$ cat src/hdl/cfpc_pkg.sv
`timescale 1ns / 1ps
package cfpc_pkg;

    localparam int TIME_BITS     = 63;
    localparam int INTERVAL_BITS = 24;
    localparam int SPACING_BITS  = 8;
    localparam int SIZE_BITS     = 14;
    localparam int ACTION_BITS   = 3;
    localparam int REPORT_BITS   = 32;
    localparam int CFG_IDX_BITS  = 2;
    localparam int CFG_DATA_BITS = 24;

    localparam int COUNT_BITS_DEFAULT = 32;

    localparam logic [INTERVAL_BITS-1:0] FRAME_INTERVAL_RESET   = 24'd166666;
    localparam logic [SPACING_BITS-1:0]  KEYFRAME_SPACING_RESET = 8'd30;
    localparam logic [SIZE_BITS-1:0]     EXPECTED_WIDTH_RESET   = 14'd1920;
    localparam logic [SIZE_BITS-1:0]     EXPECTED_HEIGHT_RESET  = 14'd1080;

    localparam logic [TIME_BITS-1:0] TIME_MAX = {TIME_BITS{1'b1}};

    localparam logic [CFG_IDX_BITS-1:0] REG_FRAME_INTERVAL   = 2'd0;
    localparam logic [CFG_IDX_BITS-1:0] REG_KEYFRAME_SPACING = 2'd1;
    localparam logic [CFG_IDX_BITS-1:0] REG_EXPECTED_WIDTH   = 2'd2;
    localparam logic [CFG_IDX_BITS-1:0] REG_EXPECTED_HEIGHT  = 2'd3;

    localparam logic [ACTION_BITS-1:0] ACT_SKIPPED   = 3'd0;
    localparam logic [ACTION_BITS-1:0] ACT_WRITTEN   = 3'd1;
    localparam logic [ACTION_BITS-1:0] ACT_DROPPED   = 3'd2;
    localparam logic [ACTION_BITS-1:0] ACT_REJECTED  = 3'd3;
    localparam logic [ACTION_BITS-1:0] ACT_SIZE_STOP = 3'd4;
    localparam logic [ACTION_BITS-1:0] ACT_IGNORED   = 3'd5;
    localparam logic [ACTION_BITS-1:0] ACT_ROTATED   = 3'd6;

    localparam logic MODE_FRAME  = 1'b0;
    localparam logic MODE_ROTATE = 1'b1;

    typedef struct packed {
        logic                  mode;
        logic [TIME_BITS-1:0]  capture_time;
        logic [SIZE_BITS-1:0]  frame_width;
        logic [SIZE_BITS-1:0]  frame_height;
        logic                  buffer_free;
        logic                  encoder_accepts;
    } item_t;

    typedef struct packed {
        logic [ACTION_BITS-1:0] action;
        logic [TIME_BITS-1:0]   sample_time;
        logic                   force_keyframe;
        logic [REPORT_BITS-1:0] written_count;
        logic [REPORT_BITS-1:0] dropped_count;
        logic [REPORT_BITS-1:0] rejected_count;
    } result_t;

    typedef struct packed {
        logic [INTERVAL_BITS-1:0] frame_interval;
        logic [SPACING_BITS-1:0]  keyframe_spacing;
        logic [SIZE_BITS-1:0]     expected_width;
        logic [SIZE_BITS-1:0]     expected_height;
    } cfg_t;

endpackage

$ cat src/hdl/cfpc_chan_if.sv
`timescale 1ns / 1ps
interface cfpc_chan_if #(
    parameter type payload_t = logic
) ();
    logic     valid;
    logic     ready;
    payload_t payload;

    modport source (output valid, output payload, input ready);
    modport sink (input valid, input payload, output ready);
endinterface

$ cat src/hdl/cfpc_cfg_regs.sv
`timescale 1ns / 1ps
module cfpc_cfg_regs
    import cfpc_pkg::*;
(
    input  logic                     clk,
    input  logic                     rst_n,
    input  logic                     cfg_write,
    input  logic [CFG_IDX_BITS-1:0]  cfg_index,
    input  logic [CFG_DATA_BITS-1:0] cfg_data,
    output cfg_t                     cfg
);

    cfg_t cfg_reg;
    cfg_t cfg_next;

    always_comb
    begin
        cfg_next = cfg_reg;
        if (cfg_write)
        begin
            case (cfg_index)
                REG_FRAME_INTERVAL:   cfg_next.frame_interval = cfg_data[INTERVAL_BITS-1:0];
                REG_KEYFRAME_SPACING: cfg_next.keyframe_spacing = cfg_data[SPACING_BITS-1:0];
                REG_EXPECTED_WIDTH:   cfg_next.expected_width = cfg_data[SIZE_BITS-1:0];
                REG_EXPECTED_HEIGHT:  cfg_next.expected_height = cfg_data[SIZE_BITS-1:0];
                default:              cfg_next = cfg_reg;
            endcase
        end
    end

    always_ff @(posedge clk or negedge rst_n)
    begin
        if (!rst_n)
        begin
            cfg_reg.frame_interval   <= FRAME_INTERVAL_RESET;
            cfg_reg.keyframe_spacing <= KEYFRAME_SPACING_RESET;
            cfg_reg.expected_width   <= EXPECTED_WIDTH_RESET;
            cfg_reg.expected_height  <= EXPECTED_HEIGHT_RESET;
        end
        else
        begin
            cfg_reg <= cfg_next;
        end
    end

    assign cfg = cfg_reg;

endmodule

$ cat src/hdl/cfpc_in_stage.sv
`timescale 1ns / 1ps
module cfpc_in_stage
    import cfpc_pkg::*;
(
    input  logic clk,
    input  logic rst_n,
    cfpc_chan_if.sink frames,
    input  logic  advance,
    output logic  item_valid,
    output item_t item
);

    logic  valid_reg;
    logic  valid_next;
    item_t item_reg;
    logic  take;

    assign frames.ready = !valid_reg || advance;
    assign take         = frames.valid && frames.ready;
    assign valid_next   = take || (valid_reg && !advance);

    always_ff @(posedge clk or negedge rst_n)
    begin
        if (!rst_n)
        begin
            valid_reg <= 1'b0;
        end
        else
        begin
            valid_reg <= valid_next;
        end
    end

    always_ff @(posedge clk)
    begin
        if (take)
        begin
            item_reg <= frames.payload;
        end
    end

    assign item_valid = valid_reg;
    assign item       = item_reg;

endmodule

$ cat src/hdl/cfpc_pacer.sv
`timescale 1ns / 1ps
module cfpc_pacer
    import cfpc_pkg::*;
#(
    parameter int COUNT_BITS = COUNT_BITS_DEFAULT
) (
    input  logic    clk,
    input  logic    rst_n,
    input  cfg_t    cfg,
    input  logic    advance,
    input  item_t   item,
    output result_t result
);

    logic                    started_reg, started_next;
    logic                    stopped_reg, stopped_next;
    logic [TIME_BITS-1:0]    due_reg, due_next;
    logic [TIME_BITS-1:0]    origin_reg, origin_next;
    logic [TIME_BITS-1:0]    newest_reg, newest_next;
    logic [SPACING_BITS-1:0] phase_reg, phase_next;
    logic [COUNT_BITS-1:0]   written_reg, written_next;
    logic [COUNT_BITS-1:0]   dropped_reg, dropped_next;
    logic [COUNT_BITS-1:0]   rejected_reg, rejected_next;

    logic [TIME_BITS-1:0]    t;
    logic [TIME_BITS-1:0]    interval;
    logic [TIME_BITS-1:0]    due_eff;
    logic [TIME_BITS-1:0]    origin_eff;
    logic [TIME_BITS:0]      ahead_sum;
    logic [TIME_BITS-1:0]    ahead;
    logic [TIME_BITS-1:0]    floor_t;
    logic [TIME_BITS-1:0]    sample;
    logic [SPACING_BITS:0]   phase_inc;
    logic [SPACING_BITS-1:0] spacing_eff;
    logic                    size_ok;

    logic [ACTION_BITS-1:0]  action;
    logic [TIME_BITS-1:0]    sample_time;
    logic                    force_keyframe;

    assign t           = item.capture_time;
    assign interval    = TIME_BITS'(cfg.frame_interval);
    assign due_eff     = started_reg ? due_reg : t;
    assign origin_eff  = started_reg ? origin_reg : t;
    assign ahead_sum   = {1'b0, due_eff} + {1'b0, interval};
    assign ahead       = ahead_sum[TIME_BITS] ? TIME_MAX : ahead_sum[TIME_BITS-1:0];
    assign floor_t     = (t >= interval) ? (t - interval) : '0;
    assign sample      = (t >= origin_eff) ? (t - origin_eff) : '0;
    assign phase_inc   = {1'b0, phase_reg} + {{SPACING_BITS{1'b0}}, 1'b1};
    assign spacing_eff = (cfg.keyframe_spacing == '0) ? SPACING_BITS'(1)
                                                      : cfg.keyframe_spacing;
    assign size_ok     = (item.frame_width == cfg.expected_width)
                      && (item.frame_height == cfg.expected_height);

    always_comb
    begin
        started_next   = started_reg;
        stopped_next   = stopped_reg;
        due_next       = due_reg;
        origin_next    = origin_reg;
        newest_next    = newest_reg;
        phase_next     = phase_reg;
        written_next   = written_reg;
        dropped_next   = dropped_reg;
        rejected_next  = rejected_reg;
        action         = ACT_IGNORED;
        sample_time    = '0;
        force_keyframe = 1'b0;

        if (stopped_reg)
        begin
            action = ACT_IGNORED;
        end
        else if (item.mode == MODE_ROTATE)
        begin
            origin_next = newest_reg;
            action      = ACT_ROTATED;
        end
        else if (!size_ok)
        begin
            stopped_next = 1'b1;
            action       = ACT_SIZE_STOP;
        end
        else
        begin
            started_next = 1'b1;
            origin_next  = origin_eff;
            newest_next  = t;
            due_next     = due_eff;
            if (t < due_eff)
            begin
                action = ACT_SKIPPED;
            end
            else
            begin
                due_next = (ahead > floor_t) ? ahead : floor_t;
                if (!item.buffer_free)
                begin
                    if (dropped_reg != '1)
                    begin
                        dropped_next = dropped_reg + COUNT_BITS'(1);
                    end
                    action = ACT_DROPPED;
                end
                else
                begin
                    sample_time    = sample;
                    force_keyframe = (phase_reg == '0);
                    if (item.encoder_accepts)
                    begin
                        if (written_reg != '1)
                        begin
                            written_next = written_reg + COUNT_BITS'(1);
                        end
                        phase_next = (phase_inc >= {1'b0, spacing_eff})
                                   ? '0 : phase_inc[SPACING_BITS-1:0];
                        action     = ACT_WRITTEN;
                    end
                    else
                    begin
                        if (rejected_reg != '1)
                        begin
                            rejected_next = rejected_reg + COUNT_BITS'(1);
                        end
                        action = ACT_REJECTED;
                    end
                end
            end
        end
    end

    always_ff @(posedge clk or negedge rst_n)
    begin
        if (!rst_n)
        begin
            started_reg  <= 1'b0;
            stopped_reg  <= 1'b0;
            due_reg      <= '0;
            origin_reg   <= '0;
            newest_reg   <= '0;
            phase_reg    <= '0;
            written_reg  <= '0;
            dropped_reg  <= '0;
            rejected_reg <= '0;
        end
        else if (advance)
        begin
            started_reg  <= started_next;
            stopped_reg  <= stopped_next;
            due_reg      <= due_next;
            origin_reg   <= origin_next;
            newest_reg   <= newest_next;
            phase_reg    <= phase_next;
            written_reg  <= written_next;
            dropped_reg  <= dropped_next;
            rejected_reg <= rejected_next;
        end
    end

    assign result.action         = action;
    assign result.sample_time    = sample_time;
    assign result.force_keyframe = force_keyframe;
    assign result.written_count  = REPORT_BITS'(written_next);
    assign result.dropped_count  = REPORT_BITS'(dropped_next);
    assign result.rejected_count = REPORT_BITS'(rejected_next);

endmodule

$ cat src/hdl/cfpc_out_stage.sv
`timescale 1ns / 1ps
module cfpc_out_stage
    import cfpc_pkg::*;
(
    input  logic    clk,
    input  logic    rst_n,
    input  logic    load,
    input  result_t result,
    output logic    can_load,
    cfpc_chan_if.source results
);

    logic    valid_reg;
    logic    valid_next;
    result_t result_reg;

    assign can_load   = !valid_reg || results.ready;
    assign valid_next = load || (valid_reg && !results.ready);

    always_ff @(posedge clk or negedge rst_n)
    begin
        if (!rst_n)
        begin
            valid_reg <= 1'b0;
        end
        else
        begin
            valid_reg <= valid_next;
        end
    end

    always_ff @(posedge clk)
    begin
        if (load)
        begin
            result_reg <= result;
        end
    end

    assign results.valid   = valid_reg;
    assign results.payload = result_reg;

endmodule

$ cat src/hdl/capture_frame_pacer_core.sv
`timescale 1ns / 1ps
// capture frame pacer: one request in per cycle, one result out per request, in order.
// a request is registered in the input register, is judged against the pacing state
// (due time, segment origin, keyframe phase, saturating counters) and lands in the result
// register; throughput is one request per cycle while the results side keeps ready
// high; frames.ready follows results.ready within the same cycle.
// counters are COUNT_BITS wide and reported in their low 32 bits.
// configuration writes take effect on the next cycle and belong to idle periods only.
module capture_frame_pacer_core
    import cfpc_pkg::*;
#(
    parameter int COUNT_BITS = COUNT_BITS_DEFAULT
) (
    input  logic                     clk,
    input  logic                     rst_n,
    input  logic                     cfg_write,
    input  logic [CFG_IDX_BITS-1:0]  cfg_index,
    input  logic [CFG_DATA_BITS-1:0] cfg_data,
    cfpc_chan_if.sink                frames,
    cfpc_chan_if.source              results
);

    cfg_t    cfg;
    logic    item_valid;
    item_t   item;
    result_t result;
    logic    can_load;
    logic    advance;

    assign advance = item_valid && can_load;

    cfpc_cfg_regs u_cfg_regs (
        .clk       (clk),
        .rst_n     (rst_n),
        .cfg_write (cfg_write),
        .cfg_index (cfg_index),
        .cfg_data  (cfg_data),
        .cfg       (cfg)
    );

    cfpc_in_stage u_in_stage (
        .clk        (clk),
        .rst_n      (rst_n),
        .frames     (frames),
        .advance    (advance),
        .item_valid (item_valid),
        .item       (item)
    );

    cfpc_pacer #(
        .COUNT_BITS (COUNT_BITS)
    ) u_pacer (
        .clk     (clk),
        .rst_n   (rst_n),
        .cfg     (cfg),
        .advance (advance),
        .item    (item),
        .result  (result)
    );

    cfpc_out_stage u_out_stage (
        .clk      (clk),
        .rst_n    (rst_n),
        .load     (advance),
        .result   (result),
        .can_load (can_load),
        .results  (results)
    );

endmodule

$ cat src/flat_wrapper.sv
// flat-port wrapper written by rule: the top's interface ports become plain ports
module capture_frame_pacer_core_flat import cfpc_pkg::*;
#(
    parameter int COUNT_BITS = COUNT_BITS_DEFAULT
)
  (clk, rst_n, cfg_write, cfg_index, cfg_data, frames_valid, frames_payload, frames_ready, results_valid, results_payload, results_ready);
  cfpc_chan_if #(.payload_t(item_t)) frames_i ();
  cfpc_chan_if #(.payload_t(result_t)) results_i ();
  input  logic clk;
  input  logic rst_n;
  input  logic cfg_write;
  input  logic [CFG_IDX_BITS-1:0] cfg_index;
  input  logic [CFG_DATA_BITS-1:0] cfg_data;
  input wire logic [$bits(frames_i.valid)-1:0] frames_valid;
  input wire logic [$bits(frames_i.payload)-1:0] frames_payload;
  output wire logic [$bits(frames_i.ready)-1:0] frames_ready;
  output wire logic [$bits(results_i.valid)-1:0] results_valid;
  output wire logic [$bits(results_i.payload)-1:0] results_payload;
  input wire logic [$bits(results_i.ready)-1:0] results_ready;
  assign frames_i.valid = frames_valid;
  assign frames_i.payload = frames_payload;
  assign frames_ready = frames_i.ready;
  assign results_valid = results_i.valid;
  assign results_payload = results_i.payload;
  assign results_i.ready = results_ready;
  capture_frame_pacer_core #(.COUNT_BITS(COUNT_BITS)) u_core (.clk(clk), .rst_n(rst_n), .cfg_write(cfg_write), .cfg_index(cfg_index), .cfg_data(cfg_data), .frames(frames_i), .results(results_i));
endmodule
$ cat config.mk
export PLATFORM = sky130hd
export DESIGN_NAME = capture_frame_pacer_core_flat
export DESIGN_NICKNAME = d
export VERILOG_FILES = /design/src/hdl/cfpc_pkg.sv /design/src/hdl/cfpc_chan_if.sv /design/src/hdl/cfpc_cfg_regs.sv /design/src/hdl/cfpc_in_stage.sv /design/src/hdl/cfpc_pacer.sv /design/src/hdl/cfpc_out_stage.sv /design/src/hdl/capture_frame_pacer_core.sv /design/src/flat_wrapper.sv
export SDC_FILE = /design/constraint.sdc
export NUM_CORES = 2
export LEC_CHECK = 0
export BUFFER_PORTS_ARGS = -buffer_cell sky130_fd_sc_hd__buf_2
export CAP_MARGIN = 15
export CORE_MARGIN = 1
export CORE_UTILIZATION = 50
export CTS_BUF_LIST = sky130_fd_sc_hd__clkbuf_8 sky130_fd_sc_hd__clkbuf_16
export DETAILED_ROUTE_END_ITERATION = 6
export PLACE_DENSITY = 0.68
export SLEW_MARGIN = 20
export SYNTH_ARGS = -nofsm -noshare
export SYNTH_HDL_FRONTEND = slang
export SYNTH_SLANG_ARGS = --single-unit
export TNS_END_PERCENT = 50
$ cat constraint.sdc
create_clock -name clk -period 8.9 [get_ports clk]
set_clock_uncertainty 0.15 [all_clocks]
set_input_delay 1.335 -clock clk [delete_from_list [all_inputs] [get_ports clk]]
set_output_delay 1.335 -clock clk [all_outputs]
set_load 0.01 [all_outputs]
==> impl_metrics.csv <==
group,metric,value,unit
status,status,"complete, no violations",
final_layout,instances_no_fill,5499,
logic_synthesis,yosys_warnings,0,
timing,setup_viol,0,
cts,postCtsSetupBuffers,0,
logic_synthesis,synth_flop_cell,"dfrtp_1",
logic_synthesis,avgSynthCellArea,9.30,µm²
die,initial_utilization,0.504,
cts,post_cts_resize_count,0,
grt,gr-usage-met1,0.411,
grt,grt-busiest-layer,"met2",
logic_synthesis,synthCells,4192,
logic_synthesis,synth_edf_count,257,
timing,hold_viol,0,
logic_synthesis,yosysTopAreaCell,"dfrtp_1",
routing,drt_iter0_markers,3180,
routing,routed_wirelength,115,mm
critical_path,worstSetupPathType,"reg2reg",
grt,grt.total_usage,0.289,
routing,wl_per_cell,21.0,µm
critical_path,critPathMaxStageDelay,0.93,ns
final_layout,multi_input_area,21100,µm²
cts,clkSlewWorstSetupHoldPaths,0.06,ns
cts,clockBufferDepth,3,
logic_synthesis,yosysSeqAreaShare,0.428,
die,ioPinCount,290,
grt,grt.met3_usage,0.0511,
place,numPortBuffers,289,
die,die_area,79100,µm²
timing,rsz0062_at_grt,"no",
die,die_h,281,µm
routing,dr_total_vias,32500,
routing,first_pass_iters,6,
timing,relSlewSlack,0.343,
cts,clock_latency,0.65,ns
cts,htree_levels,3,
cts,cts_tree,"yes",
routing,via_per_inst,5.91,
critical_path,cpLargestDelayFamily,"compound AO/OA/AOI/OAI gates",
worst_hold_path,hp-class,"reg2reg",
logic_synthesis,synth_top_area_share,0.217,
logic_synthesis,yosys-top-cells-area,"dfrtp_1 22%, edfxtp_1 20%, ha_1 8.0%",
critical_path,end_kind,"register",
final_layout,syn2layout_area_growth,12.5,%
final_layout,nets,4774,
final_layout,largest_reg_flops,163,
critical_path,path_max_fanout,35,
critical_path,cpMostUsedCell,"buf_4",
final_layout,regArea,16700,µm²
logic_synthesis,synthArstFlopShare,0.581,
timing,tns,0,ns
die,coreArea,77300,µm²
cts,hold_buffers,0,
critical_path,worst_ep_arrival_time,8.12,ns
grt,grt_pass1_vias,30500,
routing,drc,0,
power,p_per_area,187,nW/µm²
place,hpwlAfterDp,86.2,mm
logic_synthesis,synth_cell_types,87,
critical_path,path_buf_inv,5,
final_layout,drive_above_1_share,0.140,
timing,maxSlewViolCount,0,
final_layout,final_common_cell,"nand2_1",
job,drv_cap,0,
cts,cts.sinks,614,
critical_path,worst_setup_path_start_kind,"register",
die,die_x,281,µm
logic_synthesis,ys_ff_latch,614,
grt,met2_usage,0.440,
critical_path,cp.required,9.21,ns
cts,cts_buffers,71,
final_layout,fillers,6924,
place,dp.cells,5364,
grt,antenna_found_initial,3,
power,ir_drop,197,µV
timing,post-route-min-period,7.81,ns
grt,grt-ovfl-total,0,
place,gp_congestion,0.990,
die,std_cell_rows,102,
grt,grt_max_degree,131,
grt,grt_pass1_wl,177,mm
power,leakage,19.3,nW
critical_path,cp_slowest_cell,"a2111oi_0",
logic_synthesis,syn_area,39000,µm²
final_layout,final_cell_mix,"683 x nand2_1, 337 x dfrtp_1, 318 x a21oi_1",
cts,cts_root_buf,"clkbuf_16",
logic_synthesis,syn_nets,4569,
timing,worst_slew_pin_slew,0.970,ns
timing,period_share,0.877,
timing,max_freq,128,MHz
routing,final_antenna_net_count,0,
final timing paths:
kind	startpoint	endpoint	slack, ns	depth (start not counted)
min in group asynchronous	rst_n	u_core.u_pacer.rejected_reg[5]	0.61	1
max in group asynchronous	rst_n	u_core.u_cfg_regs.cfg[20]	6.47	2
max reg2reg	u_core.u_pacer.started_reg	u_core.u_pacer.due_reg[46]	1.09	25
min	u_core.u_pacer.newest_reg[35]	u_core.u_pacer.newest_reg[35]	0.33	2
min reg2reg	u_core.u_pacer.newest_reg[35]	u_core.u_pacer.newest_reg[35]	0.33	2
max	u_core.u_pacer.started_reg	u_core.u_pacer.due_reg[46]	1.09	25
power by group:
| group | internal, mW | switching (mW) | leakage, nW |
|---|---|---|---|
| clock network | 1.79 | 1.27 | 1.27 |
| registers | 3.16 | 0.153 | 7.32 |
| logic | 0.710 | 1.13 | 10.7 |
cell usage after synthesis, types with 25 or more instances:
| library cell | count |
|---|---|
| a21oi_1 | 318 |
| nand3_1 | 113 |
| o211ai_1 | 25 |
| nand2_1 | 685 |
| inv_1 | 96 |
| dfrtp_1 | 338 |
| nand4_1 | 95 |
| a21o_1 | 80 |
| edfxtp_1 | 257 |
| xor2_1 | 127 |
| o21bai_1 | 25 |
| nor2_1 | 282 |
| a211oi_1 | 34 |
| mux2i_1 | 47 |
| nand2b_1 | 29 |
| and2_1 | 26 |
| a31oi_1 | 26 |
| mux2_2 | 105 |
| nor4_1 | 36 |
| clkbuf_1 | 168 |
| nor2b_1 | 65 |
| xnor2_1 | 247 |
| and3_1 | 60 |
| nor3_1 | 84 |
| ha_1 | 249 |
| o21ai_0 | 230 |
area by class of cell:
cell class | instances | share of cell area
clock buffer | 81 | 0.0442
tap | 1040 | 0.0297
clock inverter | 51 | 0.0124
sequential | 614 | 0.380
timing repair buffer | 343 | 0.0436
antenna | 3 | 0.000171
inverter | 96 | 0.00833
multi-input combinational | 3271 | 0.481
metrics by stage:
| step | setup WS [ns] | util | power, mW | cell area, µm² | hold slack (ns) |
|---|---|---|---|---|---|
| global route | 0.849 | 0.567 | 8.57 | 43900 | 0.341 |
| floorplan | 1.44 | - | 4.59 | 39000 | 0.294 |
| CTS | 1.37 | 0.567 | 8.24 | 43900 | 0.326 |
| finish | 1.09 | 0.567 | 8.21 | 43900 | 0.326 |
| detailed placement | 1.43 | 0.535 | 5.16 | 41400 | 0.313 |
| global placement | 1.63 | 0.535 | 5.15 | 41400 | 0.309 |
worst register-to-register path, delay by kind of cell (launching register included):
family,cells,cell delay [ns]
buffers and inverters,5,1.13
adders and majority gates,2,0.70
DFF,1,0.68
and+or+nand+nor,10,2.11
AOI/OAI and AO/OA,7,2.66
xor gates and xnor gates,1,0.21
cells by family (layout without fill, tap and decap cells):
logic type | Yosys count | after routing | share of synthesized area
buffers and inverters | 307 | 571 | 0.0318
flip-flops | 614 | 614 | 0.428
XOR/XNOR | 374 | 374 | 0.0840
multiplexers | 152 | 152 | 0.0424
AO/OA/AOI/OAI | 912 | 912 | 0.143
AND/OR/NAND/NOR | 1581 | 1581 | 0.189
other | 0 | 3 | 0
adder cells (fa/ha/maj) | 252 | 252 | 0.0815
per-layer routing:
metal	vias to the layer above	wire (µm)
li1	15400	-
met1	15400	51200
met2	1395	50200
met3	227	9720
met4	2	4240
met5	-	18
Power figures use the tool's default switching activity.
